[src/hw/rtl/mxpt_pkg.sv]
// ----------------------------------------------------------------------------
// mxpt_pkg
// Shared types, codes and the xorshift32 step for the memory pattern tester.
// ----------------------------------------------------------------------------
package mxpt_pkg;

  localparam int unsigned DataW     = 32;
  localparam int unsigned CountW    = 29;
  localparam int unsigned CountExtW = CountW + 1;
  localparam int unsigned ModeW     = 2;
  localparam int unsigned CfgIndexW = 1;

  localparam logic [ModeW-1:0] ModeRestart = 2'd0;
  localparam logic [ModeW-1:0] ModeWrite   = 2'd1;
  localparam logic [ModeW-1:0] ModeCheck   = 2'd2;

  localparam logic [CfgIndexW-1:0] RegSeed      = 1'b0;
  localparam logic [CfgIndexW-1:0] RegWordCount = 1'b1;

  localparam logic [DataW-1:0]  SeedReset      = 32'd1;
  localparam logic [CountW-1:0] WordCountReset = 29'h1000_0000;

  localparam int unsigned ShiftA = 13;
  localparam int unsigned ShiftB = 17;
  localparam int unsigned ShiftC = 5;

  typedef struct packed {
    logic [CountW-1:0] index;
    logic [DataW-1:0]  pattern_word;
    logic              mismatch;
    logic              fail_seen;
    logic              last_word;
  } mxpt_result_t;

  function automatic logic [DataW-1:0] xorshift_next(input logic [DataW-1:0] x);
    logic [DataW-1:0] a;
    logic [DataW-1:0] b;
    logic [DataW-1:0] c;
    a = x ^ (x << ShiftA);
    b = a ^ (a >> ShiftB);
    c = b ^ (b << ShiftC);
    return c;
  endfunction

endpackage

[src/hw/rtl/mxpt_stream_if.sv]
// ----------------------------------------------------------------------------
// mxpt stream interfaces
// Valid/ready channels for command items and result items.
// ----------------------------------------------------------------------------
interface mxpt_cmd_if;
  logic                         valid;
  logic                         ready;
  logic [mxpt_pkg::ModeW-1:0]   mode;
  logic [mxpt_pkg::DataW-1:0]   read_data;

  modport source (output valid, output mode, output read_data, input ready);
  modport sink   (input valid, input mode, input read_data, output ready);
endinterface

interface mxpt_result_if #(
  parameter int unsigned ADDRESS_BITS = 28
);
  logic                        valid;
  logic                        ready;
  logic [ADDRESS_BITS-1:0]     word_address;
  logic [mxpt_pkg::DataW-1:0]  pattern_word;
  logic                        mismatch;
  logic                        fail_seen;
  logic                        last_word;

  modport source (output valid, output word_address, output pattern_word,
                  output mismatch, output fail_seen, output last_word, input ready);
  modport sink   (input valid, input word_address, input pattern_word,
                  input mismatch, input fail_seen, input last_word, output ready);
endinterface

[src/hw/rtl/mxpt_core.sv]
// ----------------------------------------------------------------------------
// mxpt_core
// Command register, generator state and result computation.
// ----------------------------------------------------------------------------
module mxpt_core (
  input  logic                              clk,
  input  logic                              rst,
  input  logic                              in_valid,
  output logic                              in_ready,
  input  logic [mxpt_pkg::ModeW-1:0]        in_mode,
  input  logic [mxpt_pkg::DataW-1:0]        in_read_data,
  input  logic [mxpt_pkg::DataW-1:0]        seed,
  input  logic [mxpt_pkg::CountExtW-1:0]    count,
  output logic                              res_valid,
  input  logic                              res_ready,
  output mxpt_pkg::mxpt_result_t            res
);

  localparam int unsigned CntW = mxpt_pkg::CountExtW;

  logic                          hold_valid;
  logic [mxpt_pkg::ModeW-1:0]    hold_mode;
  logic [mxpt_pkg::DataW-1:0]    hold_data;

  logic [mxpt_pkg::DataW-1:0]    gen;
  logic [mxpt_pkg::CountW-1:0]   idx;
  logic                          fail;
  logic                          done;

  logic [mxpt_pkg::DataW-1:0]    gen_next;
  logic                          is_step;
  logic                          produces;
  logic                          advance;
  logic                          miss;
  logic                          last;

  always_comb begin
    gen_next = mxpt_pkg::xorshift_next(gen);
    is_step  = (hold_mode == mxpt_pkg::ModeWrite) || (hold_mode == mxpt_pkg::ModeCheck);
    produces = is_step && !done;
    miss     = (hold_mode == mxpt_pkg::ModeCheck) && (hold_data != gen_next);
    last     = (({1'b0, idx} + CntW'(1)) >= count);
    advance  = hold_valid && (!produces || res_ready);
    in_ready = !hold_valid || advance;

    res_valid        = hold_valid && produces;
    res.index        = idx;
    res.pattern_word = gen_next;
    res.mismatch     = miss;
    res.fail_seen    = fail || miss;
    res.last_word    = last;
  end

  always_ff @(posedge clk) begin
    if (rst) begin
      hold_valid <= 1'b0;
    end else if (in_ready) begin
      hold_valid <= in_valid;
    end
    if (in_valid && in_ready) begin
      hold_mode <= in_mode;
      hold_data <= in_read_data;
    end
  end

  always_ff @(posedge clk) begin
    if (rst) begin
      gen  <= mxpt_pkg::SeedReset;
      idx  <= '0;
      fail <= 1'b0;
      done <= 1'b0;
    end else if (advance) begin
      if (hold_mode == mxpt_pkg::ModeRestart) begin
        gen  <= seed;
        idx  <= '0;
        fail <= 1'b0;
        done <= 1'b0;
      end else if (produces) begin
        gen  <= gen_next;
        idx  <= idx + mxpt_pkg::CountW'(1);
        fail <= fail || miss;
        done <= last;
      end
    end
  end

endmodule

[src/hw/rtl/mxpt_out_reg.sv]
// ----------------------------------------------------------------------------
// mxpt_out_reg
// Result register that drives the result channel.
// ----------------------------------------------------------------------------
module mxpt_out_reg #(
  parameter int unsigned ADDRESS_BITS = 28
) (
  input  logic                    clk,
  input  logic                    rst,
  input  logic                    in_valid,
  output logic                    in_ready,
  input  mxpt_pkg::mxpt_result_t  in_res,
  mxpt_result_if.source           out
);

  logic                    valid_q;
  mxpt_pkg::mxpt_result_t  res_q;

  assign in_ready = !valid_q || out.ready;

  always_ff @(posedge clk) begin
    if (rst) begin
      valid_q <= 1'b0;
    end else if (in_ready) begin
      valid_q <= in_valid;
    end
    if (in_valid && in_ready) begin
      res_q <= in_res;
    end
  end

  assign out.valid        = valid_q;
  assign out.word_address = ADDRESS_BITS'(res_q.index);
  assign out.pattern_word = res_q.pattern_word;
  assign out.mismatch     = res_q.mismatch;
  assign out.fail_seen    = res_q.fail_seen;
  assign out.last_word    = res_q.last_word;

endmodule

[src/hw/rtl/memory_xorshift_pattern_test_unit.sv]
// ----------------------------------------------------------------------------
// memory_xorshift_pattern_test_unit
// Xorshift32 pattern writer and checker for memory self-test.
// ----------------------------------------------------------------------------
// Takes one command per clock and gives at most one result per clock while
// the result side does not stall. A command goes into a command register,
// the generator step, compare and last-word test run from there, and the
// result lands in an output register that drives the result channel.
// The result register takes a new result in the same cycle the waiting one
// transfers; a stall on the result side holds the command side once the
// command register also holds an item with a result waiting. The xorshift
// step and the 30-bit index compare set the cycle. Restart, an unused mode
// and any step after the pass is done give no result. Word count zero
// counts as one word; counts above 2**ADDRESS_BITS saturate there.
// ----------------------------------------------------------------------------
module memory_xorshift_pattern_test_unit #(
  parameter int unsigned ADDRESS_BITS = 28
) (
  input  logic                               clk,
  input  logic                               rst,
  input  logic                               wr_en,
  input  logic [mxpt_pkg::CfgIndexW-1:0]     wr_index,
  input  logic [mxpt_pkg::DataW-1:0]         wr_data,
  mxpt_cmd_if.sink                           cmd,
  mxpt_result_if.source                      result
);

  localparam int unsigned CntW       = mxpt_pkg::CountExtW;
  localparam int unsigned LimitShift =
      (ADDRESS_BITS < mxpt_pkg::CountW) ? ADDRESS_BITS : mxpt_pkg::CountW;
  localparam logic [CntW-1:0] CountLimit = CntW'(1) << LimitShift;
  localparam logic [CntW-1:0] CountResetEff =
      ({1'b0, mxpt_pkg::WordCountReset} > CountLimit) ? CountLimit
                                                      : {1'b0, mxpt_pkg::WordCountReset};

  logic [mxpt_pkg::DataW-1:0]   seed;
  logic [CntW-1:0]              count;
  logic [mxpt_pkg::CountW-1:0]  wc;
  logic [CntW-1:0]              count_wr;

  logic                         res_valid;
  logic                         res_ready;
  mxpt_pkg::mxpt_result_t       res;

  // Store the word count already clamped to the addressable range, zero as one.
  always_comb begin
    wc = wr_data[mxpt_pkg::CountW-1:0];
    if (wc == '0) begin
      count_wr = CntW'(1);
    end else if ({1'b0, wc} > CountLimit) begin
      count_wr = CountLimit;
    end else begin
      count_wr = {1'b0, wc};
    end
  end

  always_ff @(posedge clk) begin
    if (rst) begin
      seed  <= mxpt_pkg::SeedReset;
      count <= CountResetEff;
    end else if (wr_en) begin
      case (wr_index)
        mxpt_pkg::RegSeed:      seed  <= wr_data;
        mxpt_pkg::RegWordCount: count <= count_wr;
        default: ;
      endcase
    end
  end

  mxpt_core u_core (
    .clk          (clk),
    .rst          (rst),
    .in_valid     (cmd.valid),
    .in_ready     (cmd.ready),
    .in_mode      (cmd.mode),
    .in_read_data (cmd.read_data),
    .seed         (seed),
    .count        (count),
    .res_valid    (res_valid),
    .res_ready    (res_ready),
    .res          (res)
  );

  mxpt_out_reg #(
    .ADDRESS_BITS (ADDRESS_BITS)
  ) u_out_reg (
    .clk      (clk),
    .rst      (rst),
    .in_valid (res_valid),
    .in_ready (res_ready),
    .in_res   (res),
    .out      (result)
  );

  a_miss_sets_fail: assert property (@(posedge clk) disable iff (rst)
    res_valid && res.mismatch |-> res.fail_seen)
    else $error("mismatch without sticky fail flag");

  a_res_holds: assert property (@(posedge clk) disable iff (rst)
    res_valid && !res_ready |=> res_valid && $stable(res))
    else $error("pending result changed while stalled");

  a_reset_empty: assert property (@(posedge clk)
    rst |=> !result.valid)
    else $error("result valid right after reset");

  a_out_holds: assert property (@(posedge clk) disable iff (rst)
    result.valid && !result.ready |=> result.valid &&
    $stable({result.word_address, result.pattern_word, result.mismatch,
             result.fail_seen, result.last_word}))
    else $error("result transfer changed while stalled");

endmodule
[src/flat_wrapper.sv]
// flat-port wrapper written by rule: the top's interface ports become plain ports
module memory_xorshift_pattern_test_unit_flat 
#(
  parameter int unsigned ADDRESS_BITS = 28
)
  (clk, rst, wr_en, wr_index, wr_data, cmd_valid, cmd_mode, cmd_read_data, cmd_ready, result_valid, result_word_address, result_pattern_word, result_mismatch, result_fail_seen, result_last_word, result_ready);
  mxpt_cmd_if cmd_i ();
  mxpt_result_if #(.ADDRESS_BITS(ADDRESS_BITS)) result_i ();
  input  logic clk;
  input  logic rst;
  input  logic wr_en;
  input  logic [mxpt_pkg::CfgIndexW-1:0] wr_index;
  input  logic [mxpt_pkg::DataW-1:0] wr_data;
  input wire logic [$bits(cmd_i.valid)-1:0] cmd_valid;
  input wire logic [$bits(cmd_i.mode)-1:0] cmd_mode;
  input wire logic [$bits(cmd_i.read_data)-1:0] cmd_read_data;
  output wire logic [$bits(cmd_i.ready)-1:0] cmd_ready;
  output wire logic [$bits(result_i.valid)-1:0] result_valid;
  output wire logic [$bits(result_i.word_address)-1:0] result_word_address;
  output wire logic [$bits(result_i.pattern_word)-1:0] result_pattern_word;
  output wire logic [$bits(result_i.mismatch)-1:0] result_mismatch;
  output wire logic [$bits(result_i.fail_seen)-1:0] result_fail_seen;
  output wire logic [$bits(result_i.last_word)-1:0] result_last_word;
  input wire logic [$bits(result_i.ready)-1:0] result_ready;
  assign cmd_i.valid = cmd_valid;
  assign cmd_i.mode = cmd_mode;
  assign cmd_i.read_data = cmd_read_data;
  assign cmd_ready = cmd_i.ready;
  assign result_valid = result_i.valid;
  assign result_word_address = result_i.word_address;
  assign result_pattern_word = result_i.pattern_word;
  assign result_mismatch = result_i.mismatch;
  assign result_fail_seen = result_i.fail_seen;
  assign result_last_word = result_i.last_word;
  assign result_i.ready = result_ready;
  memory_xorshift_pattern_test_unit #(.ADDRESS_BITS(ADDRESS_BITS)) u_core (.clk(clk), .rst(rst), .wr_en(wr_en), .wr_index(wr_index), .wr_data(wr_data), .cmd(cmd_i), .result(result_i));
endmodule
[config.mk]
export PLATFORM = sky130hd
export DESIGN_NAME = memory_xorshift_pattern_test_unit_flat
export DESIGN_NICKNAME = d
export VERILOG_FILES = /design/src/hw/rtl/mxpt_pkg.sv /design/src/hw/rtl/mxpt_stream_if.sv /design/src/hw/rtl/mxpt_core.sv /design/src/hw/rtl/mxpt_out_reg.sv /design/src/hw/rtl/memory_xorshift_pattern_test_unit.sv /design/src/flat_wrapper.sv
export SDC_FILE = /design/constraint.sdc
export NUM_CORES = 1
export LEC_CHECK = 0
export ABC_AREA = 1
export BUFFER_PORTS_ARGS = -buffer_cell sky130_fd_sc_hd__buf_2
export CAP_MARGIN = 20
export CORE_ASPECT_RATIO = 1.1
export CORE_MARGIN = 2
export CORE_UTILIZATION = 63
export CTS_CLUSTER_DIAMETER = 100
export DETAILED_ROUTE_END_ITERATION = 8
export PLACE_DENSITY_LB_ADDON = 0.05
export SLEW_MARGIN = 25
export SYNTH_ARGS = -nofsm -noshare
export SYNTH_HDL_FRONTEND = slang
export SYNTH_HIERARCHICAL = 1
export SYNTH_SLANG_ARGS = --single-unit
[constraint.sdc]
create_clock -name clk -period 12.01 [get_ports clk]
set_clock_uncertainty 0.05 [all_clocks]
set_input_delay 1.201 -clock clk [delete_from_list [all_inputs] [get_ports clk]]
set_output_delay 1.201 -clock clk [all_outputs]
set_load 0.005 [all_outputs]
==> summary.md, run 1 <==
| Metric | Value |
|---|---|
| Status | complete, no violations |
| Number of non-filler instances in the completed layout | 1821 |
| Crit end category | primary output |
| Clk sinks | 223 |
| Post-cts sizing count | 0 |
| Worst-Skew Late Latency | 0.52 ns |
| WP data required | 10.76 ns |
| Worst-case clock buffer depth | 3 |
| Drt total wl | between 20 and 30 mm |
| Final TNS setup | 0 ns |
| Slew HR | 31.22% |
| Largest net degree at the start of global routing | 63 |
| Cell with the most instances after synthesis | nand2_1 |
| Fin. Hold Viols | 0 |
| Synth Warn # | 6 |
| # hold bufs at CTS | 0 |
| Post-synthesis sequential area ratio | between 40% and 50% |
| DR iter-0 viols | 717 |
| Critical Path Sink | cmd_ready |
| Reg-to-Reg End | u_core/u_core/done$_SDFFE_PP0P_ |
| Synth Cell Area | about 11000 um2 |
| GPL Wtd Cong | about 0.91 |
| Hold Slack | 0.4119 ns |
| Period minus WS final | 3.316 ns |
| Die span in y | 143.6 um |
| Max_cap viols | 0 |
| Core Region | 17550 um2 |
| PwrDens | around 150 nW/um2 |
| Initial Util | 63.64% |
| Worst-path cell with the longest stage delay | nor2_1 |
| H-tree Lvls | 1 |
| Top cells by area, synth | edfxtp_1, dfxtp_1, nand2_1 |
| Top post-synthesis cells by count | nand2_1, inv_1, dfxtp_1, a21oi_1, edfxtp_1 |
| Die W | 130.9 um |
| Peak supply drop | 133.3 uV |
| Netlist cell types | 41 |
| CP peak stage delay | around 0.2 ns |
| NumNets Final | about 1700 |
| DR vias/cell | 5.450 |
| Critical path arrival | 2.07 ns |
| Mean Syn Cell Area | between 7 and 8 um2 |
| Initial antenna violation count | 0 |
| CP startpoint | result_ready |
| Period utilisation layout | 27.61% |
| ANT nets after route | 0 |
| EDFF count, synth | 97 |
| Wire per inst | between 15 and 20 um |
| Fmax | 301.6 MHz |
| DRC | 0 |
| Buffers & Inverters on Critical Path | 5 |
| Vias | 9924 |
| Net Count, Synth | 1547 |
| Area Overhead vs Synth | 14.88% |
| Fraction of registers with async set/reset | 0% |
| Ant diodes | 0 |
| Tightest Pin Transition | approximately 1 ns |
| Number of cells on the critical path | 8 |
| Setup Fix Bufs, Post-CTS | 0 |
| # IOs | 137 |
| IO Port Bufs | between 100 and 150 |
| Clock-pin slew on the worst setup and hold paths | 0.06 ns |
| Die area | 18810 um2 |
| Grt ovf | 0 |
| CTS tree | done |
| #FFs+latches synth | 223 |
| Setup CP Type | input pin to primary output |
| R2R cell count | 16 |
| Post-Syn Instances | 1442 |
| First-pass GRT wire length | 45.94 mm |
| R2R Setup Slk | 8.72 ns |
| Total track usage | between 30% and 40% |
| Max FO, Critical Path | 2 |
| TritonCTS Buffers | 24 |
| Hpwl dp | 21.82 mm |
| Critical path's top delay family | buffers and inverters |
| # placed instances | 1776 |
| Leakage Power | 5.906 nW |
| Post-Place Cell Area | 11970 um2 |
| Crit-path cells | buf_2, inv_2, nand2_2, nor2_1, inv_1, nor2_1, inv_1, buf_2 |
| Row count | 51 |
| Share of cells above drive strength 1 | 14.09% |
| DRT Pass-1 Iters | 6 |
| Overall power | 1.946 mW |
| RSZ-0062 raised after global routing | no |
| CP startpoint kind | input pin |
| Pins over their slew limit | 0 |
| Top cell type's share of synthesized area | between 20% and 30% |
| Fillers | 1332 |
| Vias in the first global route | 9101 |
| Leading area contributor after synthesis | edfxtp_1 |
| Final setup viols | 0 |
| Critical R2R Launch | u_core/u_core/idx[0]$_SDFFE_PP0P_ |
| Dominant synthesized flop cell | dfxtp_1 |
| Clock root buffer | clkbuf_16 |
| Worst hold path type | flop to flop |
| Non-Filler Cell Area, Final | around 13000 um2 |
-- cell families after synthesis --
kind of cell / share of synthesized area [%]
xor+xnor: 2.263
other cells: 0.03358
simple gates: 27.11
compound gates: 10.52
buf+inv: 7.697
fa+ha+maj: 3.698
flops: 48.67
-- metrics by stage --
| stage | worst slack (ns) | utilization, % |
|---|---|---|
| after floorplan | 7.193 | - |
| after global routing | 8.467 | 73.11 |
| final | 8.694 | 73.11 |
| after detailed placement | 8.645 | 68.21 |
| after global placement | 8.724 | 68.21 |
| after CTS | 8.689 | 72.95 |
-- worst min path at each step --
stage	from	depth (start not counted)	endpoint
CTS	u_core/count[20]$_SDFFE_PP0P_	2	u_core/count[20]$_SDFFE_PP0P_
finish	u_core/count[6]$_SDFFE_PP0P_	2	u_core/count[6]$_SDFFE_PP0P_
global placement	u_core/count[26]$_SDFFE_PP0P_	2	u_core/count[26]$_SDFFE_PP0P_
floorplan	u_core/count[28]$_SDFFE_PP1P_	2	u_core/count[28]$_SDFFE_PP1P_
global route	u_core/count[16]$_SDFFE_PP0P_	2	u_core/count[16]$_SDFFE_PP0P_
detailed placement	u_core/count[22]$_SDFFE_PP0P_	2	u_core/count[22]$_SDFFE_PP0P_
-- placed cells by master (no fill, tap or decap), types with 2 or more instances in the layout --
| cell type | synthesis | routed |
|---|---|---|
| nand2_1 | 555 | 555 |
| inv_1 | 150 | 150 |
| buf_2 | 6 | 136 |
| dfxtp_1 | 126 | 126 |
| a21oi_1 | 118 | 117 |
| edfxtp_1 | 97 | 97 |
| nor2_1 | 89 | 87 |
| nand3_1 | 52 | 52 |
| ha_1 | 33 | 33 |
| o21ai_1 | 32 | 32 |
| a221oi_1 | 31 | 31 |
| clkbuf_16 | 0 | 27 |
| xor2_1 | 17 | 17 |
| inv_2 | 14 | 14 |
| o21ai_0 | 10 | 10 |
| xnor2_1 | 10 | 10 |
| nor2_2 | 9 | 9 |
| nor4_1 | 8 | 8 |
| clkbuf_1 | 29 | 6 |
| nand4_1 | 6 | 6 |
| nand3b_1 | 6 | 6 |
| buf_4 | 3 | 5 |
| clkinv_2 | 0 | 4 |
| nand3_2 | 4 | 4 |
| nor3_1 | 4 | 4 |
| clkbuf_8 | 3 | 3 |
| o211ai_1 | 3 | 3 |
| o21bai_1 | 3 | 3 |
| nand2_2 | 3 | 3 |
| a21oi_2 | 3 | 3 |
| bufinv_16 | 0 | 2 |
| inv_4 | 0 | 2 |
| nor2_4 | 0 | 2 |
| nor3_4 | 2 | 2 |
| nor3_2 | 2 | 2 |
| a22oi_1 | 2 | 2 |
-- flip-flops by register name, indices dropped and copies added, names as in the netlist --
name / flops
u_core/u_out_reg/out.word_address: 28
u_core/u_out_reg/out.fail_seen: 1
u_core/u_out_reg/out.valid: 1
u_core/u_core/hold_data: 32
u_core/u_core/done: 1
u_core/u_core/hold_mode: 2
u_core/u_core/fail: 1
u_core/u_core/hold_valid: 1
u_core/u_out_reg/out.pattern_word: 32
u_core/seed: 32
u_core/u_out_reg/out.mismatch: 1
u_core/count: 29
u_core/u_core/idx: 29
u_core/u_core/gen: 32
u_core/u_out_reg/out.last_word: 1
-- worst min-delay path: cells and delay by family, from the launching register on --
kind | cells | cell delay, ns
AND/OR/NAND/NOR | 1 | 0.06
AO/OA/AOI/OAI | 1 | 0.05
flip-flops | 1 | 0.31
-- routing by layer --
layer	vias up	wire length (um)	global-route usage, %
li1	4925	-	-
met1	4512	11760	37.09
met2	394	14810	55.66
met3	93	1685	4.542
met4	0	1618	16.24
met5	-	0	0
-- power breakdown --
group | switching [mW] | total, mW | leakage [nW] | internal [mW]
registers | 0.0243 | 0.861 | 1.99 | 0.837
logic | 0.223 | 0.316 | 3.50 | 0.0928
clock network | 0.300 | 0.769 | 0.414 | 0.469
-- layout make-up --
class | instances | area [um2] | share of cell area [%]
Tap cell | 238 | 297.8 | 2.321
Clock inverter | 8 | 92.59 | 0.7217
Inverter | 165 | 619.3 | 4.828
Clock buffer | 36 | 739.5 | 5.764
Sequential cell | 223 | 5435 | 42.37
Timing Repair Buffer | 142 | 745.7 | 5.813
Multi-Input combinational cell | 1009 | 4898 | 38.18
Note: power is estimated with default switching activity, not from simulation.
==> run 2: changes to the inputs <==
--- a/config.mk
+++ b/config.mk
@@ -10,7 +10,7 @@
 export CAP_MARGIN = 20
 export CORE_ASPECT_RATIO = 1.1
 export CORE_MARGIN = 2
-export CORE_UTILIZATION = 63
+export CORE_UTILIZATION = 53
 export CTS_CLUSTER_DIAMETER = 100
 export DETAILED_ROUTE_END_ITERATION = 8
 export PLACE_DENSITY_LB_ADDON = 0.05
==> constraint.sdc (replaced) <==
create_clock -name clk -period 2.74 [get_ports clk]
set_clock_uncertainty 0.05 [all_clocks]
set_input_delay 0.274 -clock clk [delete_from_list [all_inputs] [get_ports clk]]
set_output_delay 0.274 -clock clk [all_outputs]
set_load 0.005 [all_outputs]
==> summary.md, run 2 (synthesized netlist as in run 1, its figures left out) <==
| Metric | Value |
|---|---|
| Row count | 55 (+7.8%) |
| Post-Place Cell Area | 12330 um2 (+3.0%) |
| TritonCTS Buffers | 25 (+4.2%) |
| DRC | 0 (unchanged) |
| R2R Setup Slk | -0.14 ns (-8.86 ns) |
| Non-Filler Cell Area, Final | 13980 um2 (+9.0%) |
| Crit end category | flop |
| Failing checks | negative setup slack |
| Die W | 142.4 um (+8.8%) |
| Critical Path Sink | u_core/u_core/done$_SDFFE_PP0P_ |
| CP peak stage delay | 0.37 ns (+0.17 ns) |
| Drt total wl | 31.66 mm (+6.0%) |
| Period minus WS final | 2.876 ns |
| CP startpoint | u_core/u_core/idx[1]$_SDFFE_PP0P_ |
| Clk sinks | 223 (unchanged) |
| Critical path's top delay family | simple AND/OR/NAND/NOR gates |
| Pins over their slew limit | 0 (unchanged) |
| DR iter-0 viols | 631 (-12%) |
| Peak supply drop | 777.7 uV (+480%) |
| Number of cells on the critical path | 18 (+10) |
| Worst setup margin | -0.1361 ns (-8.830 ns) |
| Die span in y | 156.2 um (+8.8%) |
| Vias | 10150 (+2.2%) |
| Ant diodes | 0 (unchanged) |
| Worst-case clock buffer depth | 3 (unchanged) |
| Most frequent cells in the layout | nand2_1, inv_1, buf_2, dfxtp_1, a21oi_1 |
| Fillers | 1735 (+30%) |
| ANT nets after route | 0 (unchanged) |
| PwrDens | 624.3 nW/um2 (+310%) |
| Initial antenna violation count | 0 (unchanged) |
| First-pass GRT wire length | 49.47 mm (+7.7%) |
| Final setup viols | 2 (+2) |
| Commonest non-fill, non-tap cell in the layout | nand2_1 |
| Area Overhead vs Synth | 25.18% |
| Die area | 22250 um2 (+18%) |
| IO Port Bufs | 136 (unchanged) |
| Critical path arrival | 3.20 ns (+1.13 ns) |
| Hpwl dp | 22.94 mm (+5.1%) |
| Worst-Skew Late Latency | 0.52 ns (about the same) |
| Period utilisation layout | 105.0% |
| Grt ovf | 0 (unchanged) |
| Max FO, Critical Path | 3 (+1) |
| Tightest Pin Transition | 0.9069 ns (-0.1237 ns) |
| Core Region | 20640 um2 (+18%) |
| DRT Pass-1 Iters | 5 (-1) |
| WP data required | 3.07 ns (-7.69 ns) |
| DR vias/cell | 5.212 (-4.4%) |
| Worst hold path type | input pin to flop |
| CTS tree | done |
| Fmax | 347.7 MHz |
| Max_cap viols | 0 (unchanged) |
| CP startpoint kind | flop |
| RSZ-0062 raised after global routing | yes |
| Clock root buffer | clkbuf_16 |
| Total track usage | 28.34% (-3.2 points) |
| Critical R2R Launch | u_core/u_core/idx[1]$_SDFFE_PP0P_ |
| R2R cell count | 18 (+2) |
| Vias in the first global route | 9782 (+7.5%) |
| H-tree Lvls | 1 (unchanged) |
| Worst-path cell with the longest stage delay | dfxtp_4 |
| Buffers & Inverters on Critical Path | 3 (-2) |
| Hold Slack | 0.02326 ns (-0.3886 ns) |
| Setup CP Type | flop to flop |
| GPL Wtd Cong | 0.9518 (+4.6%) |
| # IOs | 137 (unchanged) |
| NumNets Final | 1778 (+6.5%) |
| Clock-pin slew on the worst setup and hold paths | 0.06 ns (about the same) |
| Largest net degree at the start of global routing | 63 (unchanged) |
| Initial Util | 54.09% (-9.5 points) |
| Crit-path cells | ha_4, inv_2, nor3_4, nand3_2, buf_6, nor3_4, nand3_2, buf_6, xnor2_2, ha_1, nand2_4, nor2_4, nand2_1, o211ai_1, a21oi_1, nand3_1, nand2_1, a21oi_2 |
| Slew HR | 39.48% (+8.3 points) |
| Wire per inst | 16.26 um (-0.85%) |
| Fin. Hold Viols | 0 (unchanged) |
| Status | complete, but fails checks |
| Share of cells above drive strength 1 | 17.45% (+3.4 points) |
| Reg-to-Reg End | u_core/u_core/done$_SDFFE_PP0P_ |
| Leakage Power | 6.488 nW (+9.8%) |
run 2: cell types whose count changed in the layout (fill, tap and decap cells not counted), sizes merged:
| cell | previous run | this run |
|---|---|---|
| clkbuf | 36 | 35 |
| buf | 142 | 188 |
| bufinv | 2 | 3 |
| clkinvlp | 0 | 1 |
| dlygate4sd3 | 0 | 61 |
run 2: per-layer routing:
metal	GRT usage, %	wire (um)	vias up
li1	-	-	5131
met1	33.72	12740	4626
met2	50.79	15800	300
met3	2.846	1338	90
met4	14.66	1778	0
met5	0	0	-
run 2: cell type report:
type / count / area [um2] / share of cell area (%)
Clock buffer: 35 / 718.2 / 5.138
Tap cell: 256 / 320.3 / 2.291
Multi-Input combinational cell: 1009 / 5027 / 35.96
Sequential cell: 223 / 5445 / 38.95
Clock inverter: 10 / 142.6 / 1.020
Inverter: 165 / 619.3 / 4.431
Timing Repair Buffer: 249 / 1705 / 12.20
run 2: worst register-to-register path: stages, from the launching register on:
cell,delay [ns]
dfxtp_4,0.37
ha_4,0.13
inv_2,0.04
nor3_4,0.20
nand3_2,0.12
buf_6,0.14
nor3_4,0.24
nand3_2,0.14
buf_6,0.14
xnor2_2,0.13
ha_1,0.34
nand2_4,0.10
nor2_4,0.05
nand2_1,0.05
o211ai_1,0.11
a21oi_1,0.16
nand3_1,0.10
nand2_1,0.09
a21oi_2,0.06
run 2: worst min-delay path by stage:
stage,slack [ns],cells after the start,from,end
3_5_place_dp,0.40,0,u_core/u_core/idx[17]$_SDFFE_PP0P_,u_core/u_out_reg/out.word_address[17]$_DFFE_PP_
2_1_floorplan,0.29,1,rst,u_core/u_out_reg/out.valid$_SDFFE_PP0P_
3_3_place_gp,0.40,0,u_core/u_core/idx[17]$_SDFFE_PP0P_,u_core/u_out_reg/out.word_address[17]$_DFFE_PP_
6_report,0.02,3,wr_data[12],u_core/count[12]$_SDFFE_PP0P_
5_1_grt,0.02,3,wr_data[11],u_core/count[11]$_SDFFE_PP0P_
4_1_cts,0.005,3,wr_data[12],u_core/count[12]$_SDFFE_PP0P_
run 2: power by group:
group	internal (mW)	switching, mW	leakage [nW]
logic	0.497	1.01	4.07
registers	3.67	0.0974	1.99
clock network	2.12	1.34	0.426
total	6.28	2.44	6.49
run 2: per-stage QoR:
step           total power [mW]  utilization (%)  setup slack, ns  setup TNS [ns]  std cells
2_1_floorplan             4.726                -       -0.0002169      -0.0002169       1442
3_3_place_gp              5.232            59.74         -0.03495        -0.03495       1837
3_5_place_dp              5.238            59.74          -0.1078         -0.1500       1837
4_1_cts                   8.767            67.01         -0.03035        -0.03035       1944
5_1_grt                   9.099            67.71          -0.2931         -0.5440       1947
6_report                  8.726            67.71          -0.1361         -0.2533       1947
run 2: timing repair:
action / CTS / global route
hold endpoints to repair: 76 / 0
resized for setup: 6 / 29
setup buffers: 1 / 3
setup endpoints to repair: 2 / 2
pin swaps: 1 / 17
hold buffers: 61 / 0
==> run 3: changes to the inputs <==
--- a/config.mk
+++ b/config.mk
@@ -8,9 +8,11 @@
 export ABC_AREA = 1
 export BUFFER_PORTS_ARGS = -buffer_cell sky130_fd_sc_hd__buf_2
 export CAP_MARGIN = 20
+export CELL_PAD_IN_SITES_DETAIL_PLACEMENT = 1
+export CELL_PAD_IN_SITES_GLOBAL_PLACEMENT = 1
 export CORE_ASPECT_RATIO = 1.1
 export CORE_MARGIN = 2
-export CORE_UTILIZATION = 53
+export CORE_UTILIZATION = 39
 export CTS_CLUSTER_DIAMETER = 100
 export DETAILED_ROUTE_END_ITERATION = 8
 export PLACE_DENSITY_LB_ADDON = 0.05
==> summary.md, run 3 (synthesized netlist as in run 1, its figures left out) <==
| Metric | Value |
|---|---|
| Wire per inst | 18.37 um (+13%) |
| Largest net degree at the start of global routing | 64 (+1.6%) |
| Commonest non-fill, non-tap cell in the layout | nand2_1 |
| RSZ-0062 raised after global routing | yes |
| Fin. Hold Viols | 0 (unchanged) |
| Area Overhead vs Synth | 29.59% |
| Worst-Skew Late Latency | 0.55 ns (+0.03 ns) |
| Status | complete, but fails checks |
| Vias in the first global route | 11110 (+14%) |
| GR peak layer | met2 |
| Period utilisation layout | 100.8% (-4.2 points) |
| Setup CP Type | flop to flop |
| Post-Place Setup Slack | -0.1035 ns (+0.004299 ns) |
| Total track usage | 25.76% (-2.6 points) |
| PwrDens | 604.0 nW/um2 (-3.3%) |
| Routing usage on met1 | 29.63% (-4.1 points) |
| Max_cap viols | 0 (unchanged) |
| Multi-input logic area | 5159 um2 (+2.6%) |
| FF+latch area | 5456 um2 (+0.21%) |
| Fmax | 362.2 MHz (+4.2%) |
| Die area | 30000 um2 (+35%) |
| Share of cells above drive strength 1 | 19.77% (+2.3 points) |
| Critical path arrival | 3.19 ns (about the same) |
| Drt total wl | 38.26 mm (+21%) |
| Fillers | 3400 (+96%) |
| Clk sinks | 223 (unchanged) |
| Period minus WS final | 2.761 ns (-0.1151 ns) |
| Vias | 10500 (+3.5%) |
| Grt ovf | 0 (unchanged) |
| Leakage Power | 6.611 nW (+1.9%) |
| Crit end category | flop |
| Ant diodes | 0 (unchanged) |
| Worst-case clock buffer depth | 3 (unchanged) |
| DR iter-0 viols | 391 (-38%) |
| Post-Place Cell Area | 12570 um2 (+1.9%) |
| Clock root buffer | clkbuf_16 |
| Max FO, Critical Path | 3 (unchanged) |
| Worst hold path type | input pin to flop |
| NumNets Final | 1805 (+1.5%) |
| Final setup viols | 2 (unchanged) |
| GPL Wtd Cong | 0.8665 (-9.0%) |
| Clock-pin slew on the worst setup and hold paths | 0.06 ns (about the same) |
| H-tree Lvls | 1 (unchanged) |
| Hpwl dp | 27.86 mm (+21%) |
| Met2 Use GR | 46.93% (-3.9 points) |
| Row count | 64 (+16%) |
| Initial antenna violation count | 0 (unchanged) |
| Slew HR | 35.67% (-3.8 points) |
| Tightest Pin Transition | 0.9639 ns (+0.05704 ns) |
| Core Region | 28030 um2 (+36%) |
| Pins over their slew limit | 0 (unchanged) |
| DRT Pass-1 Iters | 4 (-1) |
| Peak supply drop | 524.2 uV (-33%) |
| CTS tree | done |
| TritonCTS Buffers | 26 (+4.0%) |
| CP startpoint kind | flop |
| Worst-path cell with the longest stage delay | dfxtp_2 |
| Worst setup margin | -0.02092 ns (+0.1151 ns) |
| Non-Filler Cell Area, Final | 14470 um2 (+3.5%) |
| Die W | 165.3 um (+16%) |
| DRC | 0 (unchanged) |
| WP data required | 3.17 ns (+0.10 ns) |
| CP peak stage delay | 0.33 ns (-0.04 ns) |
| IO Port Bufs | 136 (unchanged) |
| Most frequent cells in the layout | nand2_1, inv_1, buf_2, dfxtp_1, a21oi_1 |
| # IOs | 137 (unchanged) |
| Die span in y | 181.5 um (+16%) |
| ANT nets after route | 0 (unchanged) |
| DR vias/cell | 5.040 (-3.3%) |
| Failing checks | negative setup slack |
| Initial Util | 39.84% (-14 points) |
| First-pass GRT wire length | 60.09 mm (+21%) |
| Crit-path cells | inv_2, buf_6, nor3_4, nand3_4, nor3_4, nand3_2, nor2_2, xnor2_1, inv_2, ha_4, nand2_4, o21a_1, o211ai_1, a21oi_2, nand3_2, nand2_2, a21oi_2 |
| Met3 GRT Util | 3.540% (+0.69 points) |
## run 3: per-layer routing
metal  up-vias  wire [um]
met1      5024      15540
li1       5193          -
met4         0       1780
met5         -          0
met2       197      19650
met3        85       1294
## run 3: metrics by stage
step / TNS (ns) / total power [mW] / util [%] / std cells / hold slack, ns
3_5_place_dp: -0.1957 / 5.323 / 44.85 / 1956 / 0.4023
5_1_grt: -0.3340 / 9.177 / 51.63 / 2083 / 0.03622
6_report: -0.03223 / 8.740 / 51.63 / 2083 / 0.04239
4_1_cts: -0.02922 / 8.807 / 50.78 / 2076 / 0.01782
3_3_place_gp: 0 / 5.294 / 44.85 / 1956 / 0.4008
2_1_floorplan: -0.0002169 / 4.726 / - / 1442 / 0.2864
## run 3: path summary, 6_finish.rpt
kind / cells past startpoint / start / slack, ns / to
hold reg to reg: 2 / u_core/count[17]$_SDFFE_PP0P_ / 0.41 / u_core/count[17]$_SDFFE_PP0P_
setup reg to reg: 17 / u_core/u_core/idx[2]$_SDFFE_PP0P_ / -0.02 / u_core/u_core/done$_SDFFE_PP0P_
hold / removal: 3 / wr_data[0] / 0.04 / u_core/seed[0]$_SDFFE_PP1P_
setup / recovery: 17 / u_core/u_core/idx[2]$_SDFFE_PP0P_ / -0.02 / u_core/u_core/done$_SDFFE_PP0P_
## run 3: critical path, delay by kind of cell, from the launching register on
family / cells / cell delay (ns)
and+or+nand+nor: 8 / 1.10
AOI/OAI and AO/OA: 4 / 0.56
xor gates and xnor gates: 1 / 0.14
adders and majority gates: 1 / 0.27
DFF: 1 / 0.33
buffers and inverters: 3 / 0.25
## run 3: what timing repair did
| item | CTS | global route |
|---|---|---|
| endpoints found under the setup margin | 2 | 4 |
| pin swaps | 19 | 21 |
| resized for setup | 31 | 47 |
| buffers inserted | 5 | 7 |
| hold buffers | 67 | 0 |
| hold endpoints to repair | 88 | 0 |
## run 3: where the power goes
group | total (mW) | leakage (nW) | internal [mW] | switching, mW
sequential | 3.77 | 2.00 | 3.67 | 0.104
combinational | 1.58 | 4.21 | 0.519 | 1.06
clock | 3.39 | 0.402 | 1.99 | 1.40
total | 8.74 | 6.61 | 6.17 | 2.57
## run 3: area by class of cell
| class | count | share of cell area [%] |
|---|---|---|
| well taps | 363 | 3.139 |
| flip-flops and latches | 223 | 37.71 |
| repair buffers | 275 | 13.49 |
| multi-input cells | 1009 | 35.65 |
| clock inverters | 8 | 0.5274 |
| clock buffers | 40 | 5.214 |
| inverters | 165 | 4.280 |
